### src/rtl/core/hompl_pkg.sv
// shared types, constants and character decoders for the measurement line parser
`default_nettype none
package hompl_pkg;

	localparam int unsigned POS_W   = 6;
	localparam int unsigned FIELD_W = 28;
	localparam int unsigned EXP_W   = 5;

	localparam logic [POS_W-1:0] POS_MAX = '1;

	localparam logic [POS_W-1:0] POS_TIME_FIRST = 6'd3;
	localparam logic [POS_W-1:0] POS_TIME_LAST  = 6'd9;
	localparam logic [POS_W-1:0] POS_TIME_PFX   = 6'd10;
	localparam logic [POS_W-1:0] POS_VOLT_FIRST = 6'd14;
	localparam logic [POS_W-1:0] POS_VOLT_LAST  = 6'd20;
	localparam logic [POS_W-1:0] POS_VOLT_PFX   = 6'd21;
	localparam logic [POS_W-1:0] POS_CURR_FIRST = 6'd25;
	localparam logic [POS_W-1:0] POS_CURR_LAST  = 6'd31;

	localparam logic [7:0] CHAR_START = 8'h50; // 'P'

	localparam logic [FIELD_W-1:0] MANT_OFFSET = 28'h8000000;

	typedef logic signed [FIELD_W-1:0] mant_t;
	typedef logic signed [EXP_W-1:0]   exp_t;

	typedef struct packed {
		logic       ok;
		logic [3:0] val;
	} hex_dig_t;

	typedef struct packed {
		logic clear;
		logic take;
	} field_ctl_t;

	function automatic hex_dig_t hex_digit(input logic [7:0] c);
		hex_dig_t d;
		d.ok  = 1'b1;
		d.val = 4'd0;
		if (c >= 8'h30 && c <= 8'h39) begin
			d.val = c[3:0];
		end else if ((c >= 8'h61 && c <= 8'h66) || (c >= 8'h41 && c <= 8'h46)) begin
			// 'a'..'f' and 'A'..'F' share low bits 1..6
			d.val = 4'(c[2:0] + 3'd1) + 4'd8;
		end else begin
			d.ok = 1'b0;
		end
		return d;
	endfunction

	function automatic exp_t prefix_code(input logic [7:0] c);
		exp_t e;
		unique case (c)
			8'h6d:   e = -5'sd3;  // m
			8'h75:   e = -5'sd6;  // u
			8'h6e:   e = -5'sd9;  // n
			8'h70:   e = -5'sd12; // p
			8'h66:   e = -5'sd15; // f
			8'h6b:   e = 5'sd3;   // k
			8'h4d:   e = 5'sd6;   // M
			8'h47:   e = 5'sd9;   // G
			default: e = 5'sd0;
		endcase
		return e;
	endfunction

endpackage
`default_nettype wire

### src/rtl/core/hompl_ifs.sv
// handshake channels for characters in and parsed lines out
`default_nettype none
interface hompl_char_if
	import hompl_pkg::*;
();
	logic       valid;
	logic       ready;
	logic [7:0] char_code;
	logic       last_of_line;

	modport source (output valid, output char_code, output last_of_line, input ready);
	modport sink   (input valid, input char_code, input last_of_line, output ready);
endinterface

interface hompl_line_if
	import hompl_pkg::*;
();
	logic  valid;
	logic  ready;
	logic  line_ok;
	mant_t time_value;
	exp_t  time_exponent;
	mant_t voltage_value;
	exp_t  voltage_exponent;
	mant_t current_value;

	modport source (output valid, output line_ok, output time_value, output time_exponent,
		output voltage_value, output voltage_exponent, output current_value, input ready);
	modport sink   (input valid, input line_ok, input time_value, input time_exponent,
		input voltage_value, input voltage_exponent, input current_value, output ready);
endinterface
`default_nettype wire

### src/rtl/core/hompl_field_acc.sv
// one hex field accumulator that stops at the first non-hex character
`default_nettype none
module hompl_field_acc
	import hompl_pkg::*;
(
	input  wire logic               clk,
	input  wire logic               arst_n,
	input  wire field_ctl_t         ctl,
	input  wire logic [7:0]         char_code,
	output logic      [FIELD_W-1:0] acc_next
);

	logic [FIELD_W-1:0] acc_q;
	logic               stopped_q;
	logic               stopped_next;
	hex_dig_t           dig;

	always_comb begin
		dig          = hex_digit(char_code);
		acc_next     = acc_q;
		stopped_next = stopped_q;
		if (ctl.take && !stopped_q) begin
			if (dig.ok) begin
				acc_next = {acc_q[FIELD_W-5:0], dig.val};
			end else begin
				stopped_next = 1'b1;
			end
		end
	end

	always_ff @(posedge clk or negedge arst_n) begin
		if (!arst_n) begin
			acc_q     <= '0;
			stopped_q <= 1'b0;
		end else if (ctl.clear) begin
			acc_q     <= '0;
			stopped_q <= 1'b0;
		end else begin
			acc_q     <= acc_next;
			stopped_q <= stopped_next;
		end
	end

endmodule
`default_nettype wire

### src/rtl/core/hex_offset_measurement_line_parser.sv
// top level of the hex offset measurement line parser
// usage:
//   chars   : one character word per handshake, last_of_line marks the line end
//   results : one word per line, sent for the character flagged last_of_line
// a line counts only if its first character is 'P'; otherwise line_ok is 0 and
// every other result field is 0. hex fields sit at positions 3..9, 14..20 and
// 25..31, prefix letters at 10 and 21; mantissas come out as raw hex minus 2^27
// timing:
//   one character is taken every cycle while chars.ready is high; position
//   counter, accumulators and prefix registers all update in the cycle the
//   character is accepted; the result word appears in the output register in
//   the cycle after the last character of its line is accepted
// stall: while the output register holds a word that is not taken, chars.ready
//   is low; it rises again in the cycle the word is taken, so a draining
//   receiver lets a new character in during that same cycle
// reset: arst_n clears the line state and empties the output register
`default_nettype none
module hex_offset_measurement_line_parser
	import hompl_pkg::*;
(
	input  wire logic  clk,
	input  wire logic  arst_n,
	hompl_char_if.sink   chars,
	hompl_line_if.source results
);

	// line state
	logic [POS_W-1:0] pos_q;
	logic             start_p_q;
	exp_t             time_exp_q;
	exp_t             volt_exp_q;

	// output register
	logic  out_valid_q;
	logic  line_ok_q;
	mant_t time_val_q;
	exp_t  time_exp_out_q;
	mant_t volt_val_q;
	exp_t  volt_exp_out_q;
	mant_t curr_val_q;

	logic             accept;
	logic             line_end;
	logic             start_p_next;
	exp_t             time_exp_next;
	exp_t             volt_exp_next;
	field_ctl_t       ctl_time;
	field_ctl_t       ctl_volt;
	field_ctl_t       ctl_curr;
	logic [FIELD_W-1:0] time_acc;
	logic [FIELD_W-1:0] volt_acc;
	logic [FIELD_W-1:0] curr_acc;

	// room when the output register is empty or is being drained now
	assign chars.ready = !out_valid_q || results.ready;
	assign accept      = chars.valid && chars.ready;
	assign line_end    = accept && chars.last_of_line;

	always_comb begin
		ctl_time.clear = line_end;
		ctl_volt.clear = line_end;
		ctl_curr.clear = line_end;
		ctl_time.take  = accept && pos_q >= POS_TIME_FIRST && pos_q <= POS_TIME_LAST;
		ctl_volt.take  = accept && pos_q >= POS_VOLT_FIRST && pos_q <= POS_VOLT_LAST;
		ctl_curr.take  = accept && pos_q >= POS_CURR_FIRST && pos_q <= POS_CURR_LAST;

		// values including the current character, used for the result word
		start_p_next  = (pos_q == '0) ? (chars.char_code == CHAR_START) : start_p_q;
		time_exp_next = (pos_q == POS_TIME_PFX) ? prefix_code(chars.char_code) : time_exp_q;
		volt_exp_next = (pos_q == POS_VOLT_PFX) ? prefix_code(chars.char_code) : volt_exp_q;
	end

	hompl_field_acc u_time (
		.clk       (clk),
		.arst_n    (arst_n),
		.ctl       (ctl_time),
		.char_code (chars.char_code),
		.acc_next  (time_acc)
	);

	hompl_field_acc u_volt (
		.clk       (clk),
		.arst_n    (arst_n),
		.ctl       (ctl_volt),
		.char_code (chars.char_code),
		.acc_next  (volt_acc)
	);

	hompl_field_acc u_curr (
		.clk       (clk),
		.arst_n    (arst_n),
		.ctl       (ctl_curr),
		.char_code (chars.char_code),
		.acc_next  (curr_acc)
	);

	// position counter, start flag and prefix exponents
	always_ff @(posedge clk or negedge arst_n) begin
		if (!arst_n) begin
			pos_q      <= '0;
			start_p_q  <= 1'b0;
			time_exp_q <= '0;
			volt_exp_q <= '0;
		end else if (line_end) begin
			pos_q      <= '0;
			start_p_q  <= 1'b0;
			time_exp_q <= '0;
			volt_exp_q <= '0;
		end else if (accept) begin
			if (pos_q != POS_MAX) begin
				pos_q <= pos_q + POS_W'(1);
			end
			start_p_q  <= start_p_next;
			time_exp_q <= time_exp_next;
			volt_exp_q <= volt_exp_next;
		end
	end

	// output valid
	always_ff @(posedge clk or negedge arst_n) begin
		if (!arst_n) begin
			out_valid_q <= 1'b0;
		end else if (line_end) begin
			out_valid_q <= 1'b1;
		end else if (results.ready) begin
			out_valid_q <= 1'b0;
		end
	end

	// output payload, zeroed for a line that did not start with 'P'
	always_ff @(posedge clk) begin
		if (line_end) begin
			line_ok_q      <= start_p_next;
			time_val_q     <= start_p_next ? mant_t'(time_acc - MANT_OFFSET) : '0;
			time_exp_out_q <= start_p_next ? time_exp_next : '0;
			volt_val_q     <= start_p_next ? mant_t'(volt_acc - MANT_OFFSET) : '0;
			volt_exp_out_q <= start_p_next ? volt_exp_next : '0;
			curr_val_q     <= start_p_next ? mant_t'(curr_acc - MANT_OFFSET) : '0;
		end
	end

	assign results.valid            = out_valid_q;
	assign results.line_ok          = line_ok_q;
	assign results.time_value       = time_val_q;
	assign results.time_exponent    = time_exp_out_q;
	assign results.voltage_value    = volt_val_q;
	assign results.voltage_exponent = volt_exp_out_q;
	assign results.current_value    = curr_val_q;

	// a line end restarts the position count
	a_pos_restart: assert property (@(posedge clk) disable iff (!arst_n)
		line_end |=> pos_q == '0)
		else $error("position not cleared after line end");

	// position advances by one per character until it saturates
	a_pos_step: assert property (@(posedge clk) disable iff (!arst_n)
		accept && !chars.last_of_line && pos_q != POS_MAX |=> pos_q == $past(pos_q) + POS_W'(1))
		else $error("position did not advance");

	// a held word blocks new characters
	a_no_overrun: assert property (@(posedge clk) disable iff (!arst_n)
		out_valid_q && !results.ready |-> !chars.ready)
		else $error("character accepted over a held word");

	// an invalid line carries zero fields
	a_invalid_zero: assert property (@(posedge clk) disable iff (!arst_n)
		out_valid_q && !line_ok_q |-> time_val_q == '0 && volt_val_q == '0 &&
			curr_val_q == '0 && time_exp_out_q == '0 && volt_exp_out_q == '0)
		else $error("invalid line with nonzero fields");

	// each line end produces a word in the next cycle
	a_word_follows: assert property (@(posedge clk) disable iff (!arst_n)
		line_end |=> out_valid_q)
		else $error("line end without result word");

endmodule
`default_nettype wire
### src/flat_wrapper.sv
// flat-port wrapper written by rule: the top's interface ports become plain ports
module hex_offset_measurement_line_parser_flat import hompl_pkg::*;
  (clk, arst_n, chars_valid, chars_char_code, chars_last_of_line, chars_ready, results_valid, results_line_ok, results_time_value, results_time_exponent, results_voltage_value, results_voltage_exponent, results_current_value, results_ready);
  hompl_char_if chars_i ();
  hompl_line_if results_i ();
  input  wire logic clk;
  input  wire logic arst_n;
  input wire logic [$bits(chars_i.valid)-1:0] chars_valid;
  input wire logic [$bits(chars_i.char_code)-1:0] chars_char_code;
  input wire logic [$bits(chars_i.last_of_line)-1:0] chars_last_of_line;
  output wire logic [$bits(chars_i.ready)-1:0] chars_ready;
  output wire logic [$bits(results_i.valid)-1:0] results_valid;
  output wire logic [$bits(results_i.line_ok)-1:0] results_line_ok;
  output wire logic [$bits(results_i.time_value)-1:0] results_time_value;
  output wire logic [$bits(results_i.time_exponent)-1:0] results_time_exponent;
  output wire logic [$bits(results_i.voltage_value)-1:0] results_voltage_value;
  output wire logic [$bits(results_i.voltage_exponent)-1:0] results_voltage_exponent;
  output wire logic [$bits(results_i.current_value)-1:0] results_current_value;
  input wire logic [$bits(results_i.ready)-1:0] results_ready;
  assign chars_i.valid = chars_valid;
  assign chars_i.char_code = chars_char_code;
  assign chars_i.last_of_line = chars_last_of_line;
  assign chars_ready = chars_i.ready;
  assign results_valid = results_i.valid;
  assign results_line_ok = results_i.line_ok;
  assign results_time_value = results_i.time_value;
  assign results_time_exponent = results_i.time_exponent;
  assign results_voltage_value = results_i.voltage_value;
  assign results_voltage_exponent = results_i.voltage_exponent;
  assign results_current_value = results_i.current_value;
  assign results_i.ready = results_ready;
  hex_offset_measurement_line_parser u_core (.clk(clk), .arst_n(arst_n), .chars(chars_i), .results(results_i));
endmodule
### config.mk
export PLATFORM = sky130hd
export DESIGN_NAME = hex_offset_measurement_line_parser_flat
export DESIGN_NICKNAME = d
export VERILOG_FILES = /design/src/rtl/core/hompl_pkg.sv /design/src/rtl/core/hompl_ifs.sv /design/src/rtl/core/hompl_field_acc.sv /design/src/rtl/core/hex_offset_measurement_line_parser.sv /design/src/flat_wrapper.sv
export SDC_FILE = /design/constraint.sdc
export NUM_CORES = 1
export LEC_CHECK = 0
export BUFFER_PORTS_ARGS = -buffer_cell sky130_fd_sc_hd__buf_2
export CAP_MARGIN = 20
export CORE_MARGIN = 1.5
export CORE_UTILIZATION = 50
export CTS_BUF_LIST = sky130_fd_sc_hd__clkbuf_4 sky130_fd_sc_hd__clkbuf_8 sky130_fd_sc_hd__clkbuf_16
export DETAILED_ROUTE_END_ITERATION = 7
export HOLD_SLACK_MARGIN = 0.12
export PLACE_DENSITY = 0.7
export SYNTH_ARGS = -nofsm -noshare
export SYNTH_HDL_FRONTEND = slang
export SYNTH_SLANG_ARGS = --single-unit
### constraint.sdc
create_clock -name clk -period 3.1 [get_ports clk]
set_input_delay 0.155 -clock clk [delete_from_list [all_inputs] [get_ports clk]]
set_output_delay 0.155 -clock clk [all_outputs]
set_load 0.01 [all_outputs]
Word-level counts from Yosys, hierarchy flattened:

Index checks and enable logic that the tools add are counted.

* flip-flop bits (word level): 200
* bits of input ports: 13
* output and inout port bits: 97
* logic and storage cells: 114

* add/subtract/negate cells: 6
* magnitude comparators: 12
* equal/unequal tests: 13
* mux-type cells: 35
* reduce and logical (&&, ||, !) cells: 31

Operator list (count)
* two-way mux 28 bit: 9
* subtractor 28 bit (second input constant): 3
* == test 8 x 7 -> 1 bit (second input constant): 9
* one-hot mux 5 bit (8 select lines): 1
* two-way mux 5 bit: 6
* two-way mux 6 bit: 3
* >= comparator 8 x 7 -> 1 bit (second input constant): 2
* <= comparator 8 x 7 -> 1 bit (second input constant): 2
* logical AND 1 bit: 14
* two-way mux 1 bit: 14
* <= comparator 6 x 5 -> 1 bit (second input constant): 2
* nonzero test 2 bit: 6
* >= comparator 8 x 6 -> 1 bit (second input constant): 1
* <= comparator 8 x 6 -> 1 bit (second input constant): 1
* two-way mux 4 bit: 2
* AND reduction 2 bit: 4
* adder 6 x 1 -> 6 bit (second input constant): 1
* == test 6 x 4 -> 1 bit (second input constant): 1
* == test 6 x 5 -> 1 bit (second input constant): 1
* >= comparator 6 x 2 -> 1 bit (second input constant): 1
* >= comparator 6 x 4 -> 1 bit (second input constant): 1
* >= comparator 6 x 5 -> 1 bit (second input constant): 1
* <= comparator 6 x 4 -> 1 bit (second input constant): 1
* zero test 6 bit: 1
* 6 further kinds: 10

Depth between registers and ports, before layout:

* depth after elaboration: 8
* depth in mapped cells: 8
* gate-level depth less buffers: 7

Hierarchy:

A second synthesis with hierarchy kept.

* cell total of the unflattened synthesis: 926
* area, all modules: 9887.0 um^2

By module, submodules not included
* hex_offset_measurement_line_parser: times used 1, cells each 377, area each 5029.8 um^2, sequential area each 3303.2 um^2
* hompl_field_acc: times used 3, cells each 183, area each 1619.1 um^2, sequential area each 725.7 um^2

Worst setup path before layout:

No wires, ideal clock.

* kind: flip-flop to flip-flop
* start point: register u_core.out_valid_q (netlist: u_core.results.valid)
* end point: register u_core.u_curr.acc_q[0]
* setup time: 0.232 ns
* arrival: 3.200 ns
* required time: 2.868 ns
* slack: -0.333 ns
* cell stages (with the launch flop): 6
* path buffers: 0
* period minus slack after synthesis: 3.433 ns
* cell sequence: dfrtp_1 nor2b_1 inv_1 nand3_1 inv_1 o32ai_1

* elaborated cells between the ends (all ways): 9
* those cells by class: 2 x mux; 7 x reduce/logical

RTL lines
* start: declaration: line hex_offset_measurement_line_parser.sv:34 `logic out_valid_q;`
* start signal: assignment: line hex_offset_measurement_line_parser.sv:122 `out_valid_q <= 1'b0;`
* start signal: assignment: line hex_offset_measurement_line_parser.sv:124 `out_valid_q <= 1'b1;`
* start signal: assignment: line hex_offset_measurement_line_parser.sv:126 `out_valid_q <= 1'b0;`
* zero test 1 bit: line hex_offset_measurement_line_parser.sv:55 `assign chars.ready = !out_valid_q || results.ready;`
* logical OR 1 bit: line hex_offset_measurement_line_parser.sv:55
* via chars_ready: line flat_wrapper.sv:11 `output wire logic [$bits(chars_i.ready)-1:0] chars_ready;`
* logical AND 1 bit: line hex_offset_measurement_line_parser.sv:56 `assign accept = chars.valid && chars.ready;`
* logical AND 1 bit: line hex_offset_measurement_line_parser.sv:57 `assign line_end = accept && chars.last_of_line;`
* via u_core.line_end: line hex_offset_measurement_line_parser.sv:43 `logic line_end;`
* two-way mux 28 bit: line hompl_field_acc.sv:35 `end else if (ctl.clear) begin`
* end signal: assignment: line hompl_field_acc.sv:39 `acc_q <= acc_next;`
* end: declaration: line hompl_field_acc.sv:13 `logic [FIELD_W-1:0] acc_q;`

The timed path passes the listed nets, and every way through them passes these cells.
A chain may end at the register's enable or synchronous reset.

Worst setup path after layout:

* start point: register u_core.pos_q[1]
* end point: register u_core.curr_val_q[16] (netlist: u_core.results.current_value[16]) (data pin)

* cells in the longest elaborated chain, start to end: 6
* elaborated cells between the ends (all ways): 9
* those cells by class: 1 x add/sub; 2 x order compare; 2 x mux; 4 x reduce/logical

RTL lines
* start: declaration: line hex_offset_measurement_line_parser.sv:28 `logic [POS_W-1:0] pos_q;`
* start signal: assignment: line hex_offset_measurement_line_parser.sv:111 `pos_q <= pos_q + POS_W'(1);`
* >= comparator 6 x 5 -> 1 bit: line hex_offset_measurement_line_parser.sv:65 `ctl_curr.take = accept && pos_q >= POS_CURR_FIRST && pos_q <= POS_CURR_LAST;`
* logical AND 1 bit (2 in a row): line hex_offset_measurement_line_parser.sv:65
* logical AND 1 bit: line hompl_field_acc.sv:22 `if (ctl.take && !stopped_q) begin`
* two-way mux 28 bit: line hompl_field_acc.sv:22
* subtractor 28 bit: line hex_offset_measurement_line_parser.sv:138 `curr_val_q <= start_p_next ? mant_t'(curr_acc - MANT_OFFSET) : '0;`
* end signal: assignment: line hex_offset_measurement_line_parser.sv:138
* end: declaration: line hex_offset_measurement_line_parser.sv:40 `mant_t curr_val_q;`

Several ways; a longest one is shown, not always the timed one.

==> results.cfg <==
[clocking]
clock-sinks = 200
path_clk_slew_ns = 0.07
postCtsSetupBuffers = 0
clock_latency_ns = 0.43
h-tree-depth = 4
tritoncts = yes
cts_buffer_depth = 2
cts_root_buffer = clkbuf_16
numCtsBuffers = 17

[setup_path]
setup.worst_path.start = u_core.pos_q[1]
start_kind = flip-flop
r2r_cells = 7
path_class = reg2reg
r2r_end = u_core.results.current_value[16]
crit_buf_inv = 2
reg2reg_slack_ns = 0.39
cp_cell_sequence = inv_1 > ha_1 > or4b_1 > o21a_2 > buf_4 > o21ai_0 > mux2i_1
critPathSlowestCell = or4b_1
endpoint_kind = flip-flop
r2r_start = u_core.pos_q[1]
path_max_fanout = 56
cpPeakStageDelay_ns = 0.49
worstPathRequired_ns = 3.27
cp.arrival_ns = 2.88
cp_top_family = compound AO/OA/AOI/OAI gates

[placement]
hpwl_um = 13080
post_dp_cell_area_um2 = 10360
place_inst = 1103
place.gp.congestion = 0.8728
portBuffers = 109

[logic_synthesis]
syn_avg_cell_area_um2 = 11.99
syn_nets = 813
muxShareOfSynthArea = 0.1698
synth_fa_ha_area_frac = 0.01054
synth-warning-count = 0
synth-compound-area-share = 0.1112
synth_xor_area_frac = 0
netlist_instances = 792
synth_flop_cell = dfrtp_1
ys_seq_area_frac = 0.5773
synth_top_family_by_area = multiplexers
async_reset_ff_frac = 0.5250
synth_cell_types = 65
synth_area_um2 = 9493
synth_edf_count = 95
synth_simple_gate_area_frac = 0.09345
ys_ff_latch = 200

[route]
dr_total_vias = 6624
wirelength_met1_um = 9720
wl_um = 20560
drt_pass1_iterations = 5
final_antenna_net_count = 0
viasPerCell = 5.826
drc = 0
wl_per_cell_um = 18.08
route.met3.wl_um = 763
dr.first_iter.drc_count = 455
dr_wl_met2_um = 9777
top_layer_used = met4

[global_route]
gr-usage-all-layers = 0.2126
grt-ovfl-total = 0
antenna_found_initial = 0
grt_pass1_vias = 6302
grt_max_degree = 81
grt_pass1_wl_um = 33080

[finish]
final_cell_mix = 161 x mux2i_1, 108 x buf_2, 105 x dfrtp_1, 101 x nand2_1, 95 x edfxtp_1
nets = 911
drive_above_1_share = 0.2038
syn_to_final_growth_pct = 15.90
layoutNonFillerInstCount = 1137
final_common_cell = mux2i_1
final_cell_area_um2 = 11000
diodes = 0

[power]
p_seq_frac = 0.522
p_per_area_nw_per_um2 = 507.3
power_leakage_nw = 4.197
switching_share = 0.2285
clkPwrFrac = 0.409
p_switching_w = 0.001275
intPower_w = 0.004306
ir_drop_mv = 0.4007
comb_power_share = 0.069

[timing]
hold_viol = 0
fmax_mhz = 368.7
period_needed_ns = 2.713
setup_tns_ns = 0
rsz0062_at_grt = no
slew_viol_final = 0
whs_ns = 0.1638
relSlewSlack = 0.3586
clock_skew_ns = 0.01375
setup_viol = 0
tightest_slew_ns = 0.9521
fin_crit_sh = 0.8750

[die]
die_height_um = 140.8
num_rows = 50
ioPinCount = 110
die_x_um = 140.8
core-area_um2 = 18640
dieArea_um2 = 19820
start_util = 0.5092

[hold_path]
min_to = u_core.pos_q[1]
hp-class = in2reg
holdCritStartpoint = chars_valid
worstHoldPathCells = 3

[status]
status = finished, final reports clean

[flow_run]
maxCapViolCount = 0
## timing repair
action	4_1_cts	5_1_grt
endpoints found under the hold margin	78	0
gates resized for setup	0	0
setup endpoints to repair	0	0
hold buffers	1	0
## layer usage
metal,global-route usage,vias to the layer above
met4,0.06689,0
li1,-,3152
met5,0,-
met1,0.3059,3281
met3,0.03533,26
met2,0.3324,165
## layout make-up
type | instances | area (um2)
multi-input combinational | 519 | 3701
inverter | 14 | 56.30
timing repair buffer | 138 | 863.3
sequential | 200 | 5480
clock inverter | 9 | 113.9
tap | 234 | 292.8
clock buffer | 23 | 494.2
fill | 1551 | 7641
## registers in the layout (all words and copies together) (netlist names), 6 cells and up
name,cells
u_core.results.current_value,28
u_core.results.time_value,28
u_core.results.voltage_value,28
u_core.u_curr.acc_q,28
u_core.u_time.acc_q,28
u_core.u_volt.acc_q,28
u_core.pos_q,6
## power by group through the flow
stage | sequential [W] | clock, W | combinational [W]
6_report | 0.00291 | 0.00228 | 0.000383
5_1_grt | 0.00292 | 0.00243 | 0.000423
4_1_cts | 0.00291 | 0.00233 | 0.000381
3_5_place_dp | 0.00297 | 0 | 0.000379
3_3_place_gp | 0.00297 | 0 | 0.000374
2_1_floorplan | 0.00299 | 0 | 0.000193
## how the worst max path moves through the flow
stage	to	slack, ns	depth (start not counted)
3_5_place_dp	u_core.results.current_value[6]	0.38	7
6_report	u_core.results.current_value[16]	0.39	7
3_3_place_gp	u_core.results.current_value[16]	0.47	7
2_1_floorplan	u_core.u_curr.acc_q[0]	0.12	5
5_1_grt	u_core.results.current_value[12]	0.22	7
4_1_cts	u_core.results.current_value[6]	0.38	7
## cells by family after synthesis
| logic type | Yosys count |
|---|---|
| buffers and inverters | 73 |
| muxes | 161 |
| adders and majority gates | 8 |
| and+or+nand+nor | 177 |
| AOI/OAI and AO/OA | 173 |
| DFF | 200 |
## cells in the mapped netlist (6+ instances only)
cell / instances / area (um2)
nor2b_1: 12 / 75.07
clkbuf_1: 34 / 127.6
o21ai_1: 54 / 270.3
dfrtp_1: 105 / 2628
mux2i_1: 161 / 1612
a22oi_1: 8 / 60.06
o22ai_1: 10 / 62.56
o21ai_0: 42 / 210.2
nor2_1: 7 / 26.28
ha_1: 8 / 100.1
nand2_1: 101 / 379.1
buf_2: 10 / 50.05
o32ai_1: 6 / 52.55
nor3_1: 8 / 40.04
a21oi_1: 14 / 70.07
inv_1: 13 / 48.80
edfxtp_1: 95 / 2853
buf_4: 11 / 82.58
## worst register-to-register path, stage by stage (launching register included)
cell and delay [ns]:
dfrtp_1 0.45, inv_1 0.11, ha_1 0.19, or4b_1 0.49
o21a_2 0.33, buf_4 0.34, o21ai_0 0.40, mux2i_1 0.13
## per-stage QoR
stage / worst slack (ns) / util / power (W)
after global placement: 0.4688 / 0.5555 / 0.003342
after CTS: 0.3780 / 0.5887 / 0.005621
final: 0.3875 / 0.5901 / 0.005581
after global routing: 0.2249 / 0.5901 / 0.005777
after floorplan: 0.1185 / - / 0.003180
after detailed placement: 0.3813 / 0.5555 / 0.003347
Power figures use the tool's default switching activity.
